$ cat src/hdl/plsr_pkg.sv
// Shared types, constants and the divider step for the PLL register word block.
`default_nettype none
package plsr_pkg;

  localparam int VCO_W          = 22;
  localparam int CFG_W          = 16;
  localparam int RWORD_W        = 21;
  localparam int R_W            = 14;
  localparam int B_W            = 13;
  localparam int A_W            = 5;
  localparam int BITS_PER_STAGE = 2;
  localparam int DIV_STAGES     = (VCO_W + BITS_PER_STAGE - 1) / BITS_PER_STAGE;

  localparam logic [RWORD_W-1:0] INIT_LATCH = RWORD_W'((1 << 7) | (1 << 4) | 3);
  localparam logic [RWORD_W-1:0] FUNC_LATCH = RWORD_W'((1 << 7) | (1 << 4) | 2);
  localparam logic [R_W-1:0]     R_MAX      = '1;
  localparam logic [B_W-1:0]     B_MAX      = '1;
  localparam logic [A_W-1:0]     A_MAX      = '1;
  localparam logic [CFG_W-1:0]   OSC_RESET  = CFG_W'(12800);
  localparam logic [CFG_W-1:0]   PFD_RESET  = CFG_W'(100);

  typedef enum logic [1:0] {
    WORD_INIT = 2'd0,
    WORD_REF  = 2'd1,
    WORD_NCTR = 2'd2,
    WORD_FUNC = 2'd3
  } word_index_t;

  typedef struct packed {
    logic [VCO_W-1:0] work;
    logic [CFG_W-1:0] rem;
  } div_lane_t;

  typedef struct packed {
    div_lane_t n;
    div_lane_t r;
  } div_data_t;

  function automatic div_lane_t div_step(div_lane_t l, logic [CFG_W-1:0] d);
    logic [CFG_W:0] t;
    div_lane_t      o;
    t = {l.rem, l.work[VCO_W-1]};
    if (t >= {1'b0, d}) begin
      o.rem  = CFG_W'(t - {1'b0, d});
      o.work = {l.work[VCO_W-2:0], 1'b1};
    end else begin
      o.rem  = t[CFG_W-1:0];
      o.work = {l.work[VCO_W-2:0], 1'b0};
    end
    return o;
  endfunction

endpackage
`default_nettype wire

$ cat src/hdl/plsr_cfg.sv
// APB register file holding the oscillator and comparison frequencies.
`default_nettype none
module plsr_cfg (
  input  wire logic                       clk,
  input  wire logic                       rst,
  input  wire logic                       psel,
  input  wire logic                       penable,
  input  wire logic                       pwrite,
  input  wire logic [2:0]                 paddr,
  input  wire logic [31:0]                pwdata,
  output logic      [31:0]                prdata,
  output logic                            pready,
  output logic      [plsr_pkg::CFG_W-1:0] osc_khz,
  output logic      [plsr_pkg::CFG_W-1:0] pfd_khz
);
  import plsr_pkg::*;

  localparam logic REG_OSC = 1'b0;
  localparam logic REG_PFD = 1'b1;

  logic wr_en;

  assign pready = 1'b1;
  assign wr_en  = psel && penable && pwrite && pready;

  always_ff @(posedge clk) begin
    if (rst) begin
      osc_khz <= OSC_RESET;
      pfd_khz <= PFD_RESET;
    end else if (wr_en) begin
      unique case (paddr[2])
        REG_OSC: osc_khz <= pwdata[CFG_W-1:0];
        REG_PFD: pfd_khz <= pwdata[CFG_W-1:0];
        default: ;
      endcase
    end
  end

  always_comb begin
    unique case (paddr[2])
      REG_OSC: prdata = {{(32-CFG_W){1'b0}}, osc_khz};
      REG_PFD: prdata = {{(32-CFG_W){1'b0}}, pfd_khz};
      default: prdata = '0;
    endcase
  end

endmodule
`default_nettype wire

$ cat src/hdl/plsr_div_stage.sv
// One divider pipeline stage: two quotient bits for the N and R lanes.
`default_nettype none
module plsr_div_stage (
  input  wire logic                       clk,
  input  wire logic                       rst,
  input  wire logic                       adv,
  input  wire logic [plsr_pkg::CFG_W-1:0] pfd_khz,
  input  wire logic                       valid_in,
  input  wire plsr_pkg::div_data_t        data_in,
  output logic                            valid_out,
  output plsr_pkg::div_data_t             data_out
);
  import plsr_pkg::*;

  div_data_t data_next;

  always_comb begin
    data_next = data_in;
    for (int i = 0; i < BITS_PER_STAGE; i++) begin
      data_next.n = div_step(data_next.n, pfd_khz);
      data_next.r = div_step(data_next.r, pfd_khz);
    end
  end

  always_ff @(posedge clk) begin
    if (rst) begin
      valid_out <= 1'b0;
    end else if (adv) begin
      valid_out <= valid_in;
    end
  end

  always_ff @(posedge clk) begin
    if (adv) begin
      data_out <= data_next;
    end
  end

endmodule
`default_nettype wire

$ cat src/hdl/plsr_ser.sv
// Saturation and output register sending four programming words per item.
`default_nettype none
module plsr_ser (
  input  wire logic                         clk,
  input  wire logic                         rst,
  input  wire logic                         ld_valid,
  input  wire plsr_pkg::div_data_t          ld_data,
  input  wire logic                         pfd_zero,
  output logic                              ld_ready,
  output logic                              word_valid,
  input  wire logic                         word_stall,
  output logic      [plsr_pkg::RWORD_W-1:0] reg_word,
  output logic      [1:0]                   word_index,
  output logic                              out_of_range,
  output logic                              last_word
);
  import plsr_pkg::*;

  word_index_t      idx;
  logic [R_W-1:0]   r_cnt;
  logic [B_W-1:0]   b_cnt;
  logic [A_W-1:0]   a_cnt;
  logic             flag;
  logic             r_ovf;
  logic             b_ovf;
  logic [R_W-1:0]   r_next;
  logic [B_W-1:0]   b_next;
  logic [A_W-1:0]   a_next;
  logic             load;

  assign ld_ready = !word_valid || (!word_stall && idx == WORD_FUNC);
  assign load     = ld_valid && ld_ready;

  assign r_ovf = pfd_zero || (ld_data.r.work[CFG_W-1:R_W] != '0);
  assign b_ovf = pfd_zero || (ld_data.n.work[VCO_W-1:A_W+B_W] != '0);

  always_comb begin
    r_next = r_ovf ? R_MAX : ld_data.r.work[R_W-1:0];
    b_next = b_ovf ? B_MAX : ld_data.n.work[A_W+B_W-1:A_W];
    a_next = b_ovf ? A_MAX : ld_data.n.work[A_W-1:0];
  end

  always_ff @(posedge clk) begin
    if (rst) begin
      word_valid <= 1'b0;
      idx        <= WORD_INIT;
    end else if (load) begin
      word_valid <= 1'b1;
      idx        <= WORD_INIT;
    end else if (word_valid && !word_stall) begin
      idx <= word_index_t'(idx + 2'd1);
      if (idx == WORD_FUNC) begin
        word_valid <= 1'b0;
      end
    end
  end

  always_ff @(posedge clk) begin
    if (load) begin
      r_cnt <= r_next;
      b_cnt <= b_next;
      a_cnt <= a_next;
      flag  <= r_ovf || b_ovf;
    end
  end

  always_comb begin
    unique case (idx)
      WORD_INIT: reg_word = INIT_LATCH;
      WORD_REF:  reg_word = {{(RWORD_W-R_W-2){1'b0}}, r_cnt, 2'b00};
      WORD_NCTR: reg_word = {1'b1, b_cnt, a_cnt, 2'b01};
      WORD_FUNC: reg_word = FUNC_LATCH;
      default:   reg_word = INIT_LATCH;
    endcase
  end

  assign word_index   = idx;
  assign out_of_range = flag;
  assign last_word    = (idx == WORD_FUNC);

endmodule
`default_nettype wire

$ cat src/hdl/pll_synth_register_words.sv
// The first word appears after the divider pipeline and output register, then one word a cycle
// while word_stall is low. A frequency transfer can be taken every cycle while vco_stall is low
// into the 11-stage pipeline; the output register loads the next item as the last word leaves.
// Both divisions run in the pipeline at two quotient bits per stage.
// Reset empties the pipeline and output register and loads osc_khz 12800 and pfd_khz 100.
`default_nettype none
module pll_synth_register_words (
  input  wire logic                         clk,
  input  wire logic                         rst,
  input  wire logic                         psel,
  input  wire logic                         penable,
  input  wire logic                         pwrite,
  input  wire logic [2:0]                   paddr,
  input  wire logic [31:0]                  pwdata,
  output logic      [31:0]                  prdata,
  output logic                              pready,
  input  wire logic                         vco_valid,
  output logic                              vco_stall,
  input  wire logic [plsr_pkg::VCO_W-1:0]   vco_khz,
  output logic                              word_valid,
  input  wire logic                         word_stall,
  output logic      [plsr_pkg::RWORD_W-1:0] reg_word,
  output logic      [1:0]                   word_index,
  output logic                              out_of_range,
  output logic                              last_word
);
  import plsr_pkg::*;

  logic [CFG_W-1:0] osc_khz;
  logic [CFG_W-1:0] pfd_khz;
  logic             adv;
  logic             ld_ready;
  logic             stage_valid [DIV_STAGES+1];
  div_data_t        stage_data  [DIV_STAGES+1];

  plsr_cfg u_cfg (
    .clk     (clk),
    .rst     (rst),
    .psel    (psel),
    .penable (penable),
    .pwrite  (pwrite),
    .paddr   (paddr),
    .pwdata  (pwdata),
    .prdata  (prdata),
    .pready  (pready),
    .osc_khz (osc_khz),
    .pfd_khz (pfd_khz)
  );

  assign adv       = !stage_valid[DIV_STAGES] || ld_ready;
  assign vco_stall = !adv;

  assign stage_valid[0]       = vco_valid && adv;
  assign stage_data[0].n.work = vco_khz;
  assign stage_data[0].n.rem  = '0;
  assign stage_data[0].r.work = {{(VCO_W-CFG_W){1'b0}}, osc_khz};
  assign stage_data[0].r.rem  = '0;

  for (genvar s = 0; s < DIV_STAGES; s++) begin : g_div
    plsr_div_stage u_stage (
      .clk       (clk),
      .rst       (rst),
      .adv       (adv),
      .pfd_khz   (pfd_khz),
      .valid_in  (stage_valid[s]),
      .data_in   (stage_data[s]),
      .valid_out (stage_valid[s+1]),
      .data_out  (stage_data[s+1])
    );
  end

  plsr_ser u_ser (
    .clk          (clk),
    .rst          (rst),
    .ld_valid     (stage_valid[DIV_STAGES]),
    .ld_data      (stage_data[DIV_STAGES]),
    .pfd_zero     (pfd_khz == '0),
    .ld_ready     (ld_ready),
    .word_valid   (word_valid),
    .word_stall   (word_stall),
    .reg_word     (reg_word),
    .word_index   (word_index),
    .out_of_range (out_of_range),
    .last_word    (last_word)
  );

`ifndef SYNTHESIS
  a_accept_enters: assert property (@(posedge clk) disable iff (rst)
    vco_valid && !vco_stall |=> stage_valid[1])
    else $error("accepted frequency did not enter the pipeline");

  a_stall_holds_tail: assert property (@(posedge clk) disable iff (rst)
    stage_valid[DIV_STAGES] && !ld_ready |=> stage_valid[DIV_STAGES])
    else $error("pipeline tail lost while stalled");

  a_run_continues: assert property (@(posedge clk) disable iff (rst)
    word_valid && !word_stall && !last_word |=> word_valid)
    else $error("word run cut short");

  a_nctr_format: assert property (@(posedge clk) disable iff (rst)
    word_valid && word_index == WORD_NCTR |-> reg_word[RWORD_W-1] && reg_word[0])
    else $error("N counter word control bits wrong");

  a_run_order: assert property (@(posedge clk) disable iff (rst)
    word_valid && !word_stall && word_index == WORD_INIT |=> word_index == WORD_REF)
    else $error("word order broken");
`endif

endmodule
`default_nettype wire

$ cat config.mk
export PLATFORM = sky130hd
export DESIGN_NAME = pll_synth_register_words
export DESIGN_NICKNAME = d
export VERILOG_FILES = /design/src/hdl/plsr_pkg.sv /design/src/hdl/plsr_cfg.sv /design/src/hdl/plsr_div_stage.sv /design/src/hdl/plsr_ser.sv /design/src/hdl/pll_synth_register_words.sv
export SDC_FILE = /design/constraint.sdc
export NUM_CORES = 2
export LEC_CHECK = 0
export BUFFER_PORTS_ARGS = -buffer_cell sky130_fd_sc_hd__buf_2
export CAP_MARGIN = 10
export CELL_PAD_IN_SITES_DETAIL_PLACEMENT = 1
export CELL_PAD_IN_SITES_GLOBAL_PLACEMENT = 1
export CORE_MARGIN = 1.5
export CORE_UTILIZATION = 30
export CTS_CLUSTER_SIZE = 10
export DETAILED_ROUTE_END_ITERATION = 7
export HOLD_SLACK_MARGIN = 0.15
export PLACE_DENSITY = 0.59
export SLEW_MARGIN = 20
export SYNTH_ARGS = -nofsm -noshare
export SYNTH_HDL_FRONTEND = slang
export SYNTH_HIERARCHICAL = 1
export SYNTH_SLANG_ARGS = --single-unit
$ cat constraint.sdc
create_clock -name clk -period 44.7 [get_ports clk]
set_clock_uncertainty 0.05 [all_clocks]
set_input_delay 8.94 -clock clk [delete_from_list [all_inputs] [get_ports clk]]
set_output_delay 8.94 -clock clk [all_outputs]
set_load 0.01 [all_outputs]
# [Yosys cells after proc, flatten, opt, wreduce, memory -nomap -nowiden]
# Index checks and enable logic that the tools add are counted.
[totals] ff_bits=871 inputBits=64 out_inout_bits=60 elab_cells=228
[op_classes] n_addsub=45 magnitude_cmp=44 eq_ne=3 muxes=49 n_bitwise=1 reduce_logical=25
[op_table] operator="$mux 17" count=44
[op_table] operator="$ge 17x16->1" count=42
[op_table] operator="$sub 16x16->16" count=42
[op_table] operator="$pmux 21 s4" count=1
[op_table] operator="$pmux 32 s2" count=1
[op_table] operator="$ge 1x16->1" count=1
[op_table] operator="$ge 1x16->1 const A" count=1
[op_table] operator="$logic_not 16->1" count=1
[op_table] operator="$sub 1x16->16" count=1
[op_table] operator="$sub 1x16->16 const A" count=1
[op_table] operator="$logic_and 1x1->1" count=6
[op_table] operator="$reduce_and 2->1" count=3
[op_table] operator="$reduce_bool 2->1" count=3
[op_table] operator="$logic_or 1x1->1" count=5
[op_table] operator="$eq 2x2->1 const B" count=2
[op_table] operator="$logic_not 1->1" count=4
[op_table] operator="$reduce_bool 4->1" count=1
[op_table] operator="$mux 1" count=3
[op_table] operator="$add 2x1->2 const B" count=1
[op_table] operator="$eq 2x1->1 const B" count=1
[op_table] operator="$logic_not 2->1" count=1
[op_table] operator="$reduce_or 2->1" count=1
[op_table] operator="$not 1->1" count=1

# [Longest topological paths before layout]
[depth] ltp_word=6 mapped_depth=23 ltp_nobuf=19

# [By module]
# Netlist, hierarchy kept.
[modules_own_cells] module="plsr_div_stage (g_div[1].u_stage ...)" n_inst=7 cells_per_inst=598 area_each_um2=6169.7 seq_area_each_um2=2302.2
[modules_own_cells] module="plsr_div_stage (g_div[0].u_stage ...)" n_inst=2 cells_per_inst=590 area_each_um2=6193.4 seq_area_each_um2=2302.2
[modules_own_cells] module="plsr_div_stage (g_div[10].u_stage)" n_inst=1 cells_per_inst=638 area_each_um2=6476.2 seq_area_each_um2=2302.2
[modules_own_cells] module="plsr_div_stage (g_div[4].u_stage)" n_inst=1 cells_per_inst=574 area_each_um2=6063.3 seq_area_each_um2=2302.2
[modules_own_cells] module="plsr_cfg" n_inst=1 cells_per_inst=168 area_each_um2=1706.6 seq_area_each_um2=640.6
[modules_own_cells] module="plsr_ser" n_inst=1 cells_per_inst=134 area_each_um2=1659.1 seq_area_each_um2=1051.0
[modules_own_cells] module="pll_synth_register_words" n_inst=1 cells_per_inst=9 area_each_um2=53.8 seq_area_each_um2=0.0

# [Least setup slack after synthesis]
# Ideal clock, no wire load.
[synth_path] path_type="input-to-output" from="input port word_stall" to="output port vco_stall" arrival_time_ns=31.514 required_time_ns=35.710 slack_ns=4.196 stages=3 path_buffers=0 path_cell_list="o21ai_1 > nand2b_1 > inv_1"
[synth_between] elab_chain_cells=5
[synth_lines] element="start, declared" line_no="pll_synth_register_words.sv:21" rtl="input wire logic word_stall,"
[synth_lines] element="$logic_not 1->1" line_no="plsr_ser.sv:31" rtl="assign ld_ready = !word_valid || (!word_stall && idx == WORD_FUNC);"
[synth_lines] element="$logic_and 1x1->1" line_no="plsr_ser.sv:31"
[synth_lines] element="$logic_or 1x1->1" line_no="plsr_ser.sv:31"
[synth_lines] element="$logic_or 1x1->1" line_no="pll_synth_register_words.sv:50" rtl="assign adv = !stage_valid[DIV_STAGES] || ld_ready;"
[synth_lines] element="via adv" line_no="pll_synth_register_words.sv:31" rtl="logic adv;"
[synth_lines] element="$logic_not 1->1" line_no="pll_synth_register_words.sv:51" rtl="assign vco_stall = !adv;"
[synth_lines] element="end, declared" line_no="pll_synth_register_words.sv:18" rtl="output logic vco_stall,"
# The timed path passes the listed nets, and every way through them passes these cells.

# [Final worst setup path]
[layout_path] from="input port paddr[2]" to="output port prdata[4]"
[layout_between] elab_chain_cells=2
[layout_lines] element="start, declared" line_no="pll_synth_register_words.sv:13" rtl="input wire logic [2:0] paddr,"
[layout_lines] element="$not 1->1" line_no="plsr_cfg.sv:40" rtl="unique case (paddr[2])"
[layout_lines] element="$pmux 32 s2 (*)" line_no="plsr_cfg.sv:40"
[layout_lines] element="end, declared" line_no="pll_synth_register_words.sv:15" rtl="output logic [31:0] prdata,"
# Every way passes the cells marked *; elsewhere a longest branch is shown, timed or not. The select of a mux whose other input is x is not followed.

==> reports/qor.yml <==
endpoint_kind: "output port"
cts_inserted_buffers: 102
period_share_pct: 43.0
worst_path_most_repeated_cell: "buf_2"
drt_iter0_drc: 2663
grt_use_total_pct: 17.6
ys_warn_count: 6
finalNetCount: 7609
rsz0062_at_grt: "false"
cts_setup_buffers: 0
crit_path_start_kind: "input port"
cts.reportedPaths.clkPinSlew_ns: 0.06
clk_latency_ns: 0.75
max_freq_ghz: 0.0520
placed_area_um2: 71300
worstPathCellList: "buf_2, mux2_2, buf_2"
grt_max_degree: 166
synth_area_um2: 67600
final_cell_mix: "777 x edfxtp_1, 709 x ha_1, 518 x nand2_1"
ioPinCount: 124
num_rows: 174
dr.pass1.iters: 5
fin_cells: 9862
cts_tree: "done"
required_ns: 35.71
grt_pass1_vias: 53300
die_y_um: 478
cts-resized-gates: 0
synth_cells: 6644
status: "complete, no violations"
core_um2: 224000
crit_slowest_cell: "buf_2"
cp_max_fo: 20
crit_family: "buffers and inverters"
hp-class: "flip-flop to flip-flop"
grt_pass1_wl_mm: 315
gp_congestion: 0.858
antenna_found_initial: 11
die-width_um: 478
worstPathArrival_ns: 10.23
drtAntennaViolNets: 0
relSlewSlack_pct: 26.9
max-cap-violations: 0
grt_overflow: 0
final_hold_viol_count: 0
ctsHoldBuffers: 0
maxSlewViolCount: 0
layout-drive-gt1-share_pct: 11.4
dieArea_um2: 228000
via_count: 51700
setup_violations: 0
vias_per_cell: 5.24
area_growth_pct: 10.0
io_buffers: 88
worst_slew_pin_slew_ns: 1.10
critical_path_class: "input port to output port"
start_util_pct: 30.1
dpl.hpwl_mm: 159
ctsHtreeMaxLevel: 3
slowest_delay_ns: 0.59
drcViolationCount: 0
place_inst: 9681
cts-root-buf: "clkbuf_16"
mostFrequentLayoutCell: "edfxtp_1"
avgSynthCellArea_um2: 10.2
clk_path_buf_depth: 3
setup-tns-final_ns: 0
cts.sinks: 823
wirelength_mm: 206
design_area_um2: 74400
post_drt_wl_per_cell_um: 20.9
fin_crit_ns: 19.22
crit_buf_inv: 2
-- routing by layer --
layer / up-vias / GRT usage (%) / wire length, um
met5: - / 0 / 0
met4: 0 / 3.76 / 4180
met3: 211 / 1.95 / 6330
met2: 709 / 29.8 / 97000
met1: 25700 / 24.0 / 98600
li1: 25100 / - / -
-- path summary, 6_finish.rpt --
check,start,endpoint,slack (ns),cells past startpoint
worst max-delay path,paddr[2],prdata[4],25.48,3
worst min-delay path,g_div[9].u_stage/data_out[72],g_div[10].u_stage/data_out[74],0.34,0
worst max register to register,u_cfg/pfd_khz[3],g_div[4].u_stage/data_out[43],37.32,19
worst min register to register,g_div[9].u_stage/data_out[72],g_div[10].u_stage/data_out[74],0.34,0
-- area by class of cell --
type,instances,area [um2]
clock inverters,32,342
flip-flops and latches,823,24300
diodes,1,2.50
repair buffers,138,835
clock buffers,147,2790
fillers,25300,150000
multi-input cells,5325,40900
inverters,404,1520
well taps,2992,3740
-- through the flow --
step / hold slack [ns] / util (%) / setup WS, ns
5_1_grt: 0.354 / 33.2 / 25.45
3_5_place_dp: 0.355 / 31.7 / 25.43
4_1_cts: 0.341 / 33.1 / 25.43
2_1_floorplan: 0.350 / - / 6.58
6_report: 0.337 / 33.2 / 25.48
3_3_place_gp: 0.350 / 31.7 / 25.44
-- state kept, by name (all words and copies together), names as in the netlist, 2 cells and up --
name and count:
g_div.u_stage/data_out 744, u_cfg/osc_khz 16, u_cfg/pfd_khz 16, u_ser/r_cnt 14, u_ser/b_cnt 13, g_div.u_stage/valid_out 11, u_ser/a_cnt 5, u_ser/word_index 2
Power is left out: the tool's default activity adds up to more than one toggle a clock period on the data nets, which glitch-free logic cannot reach.
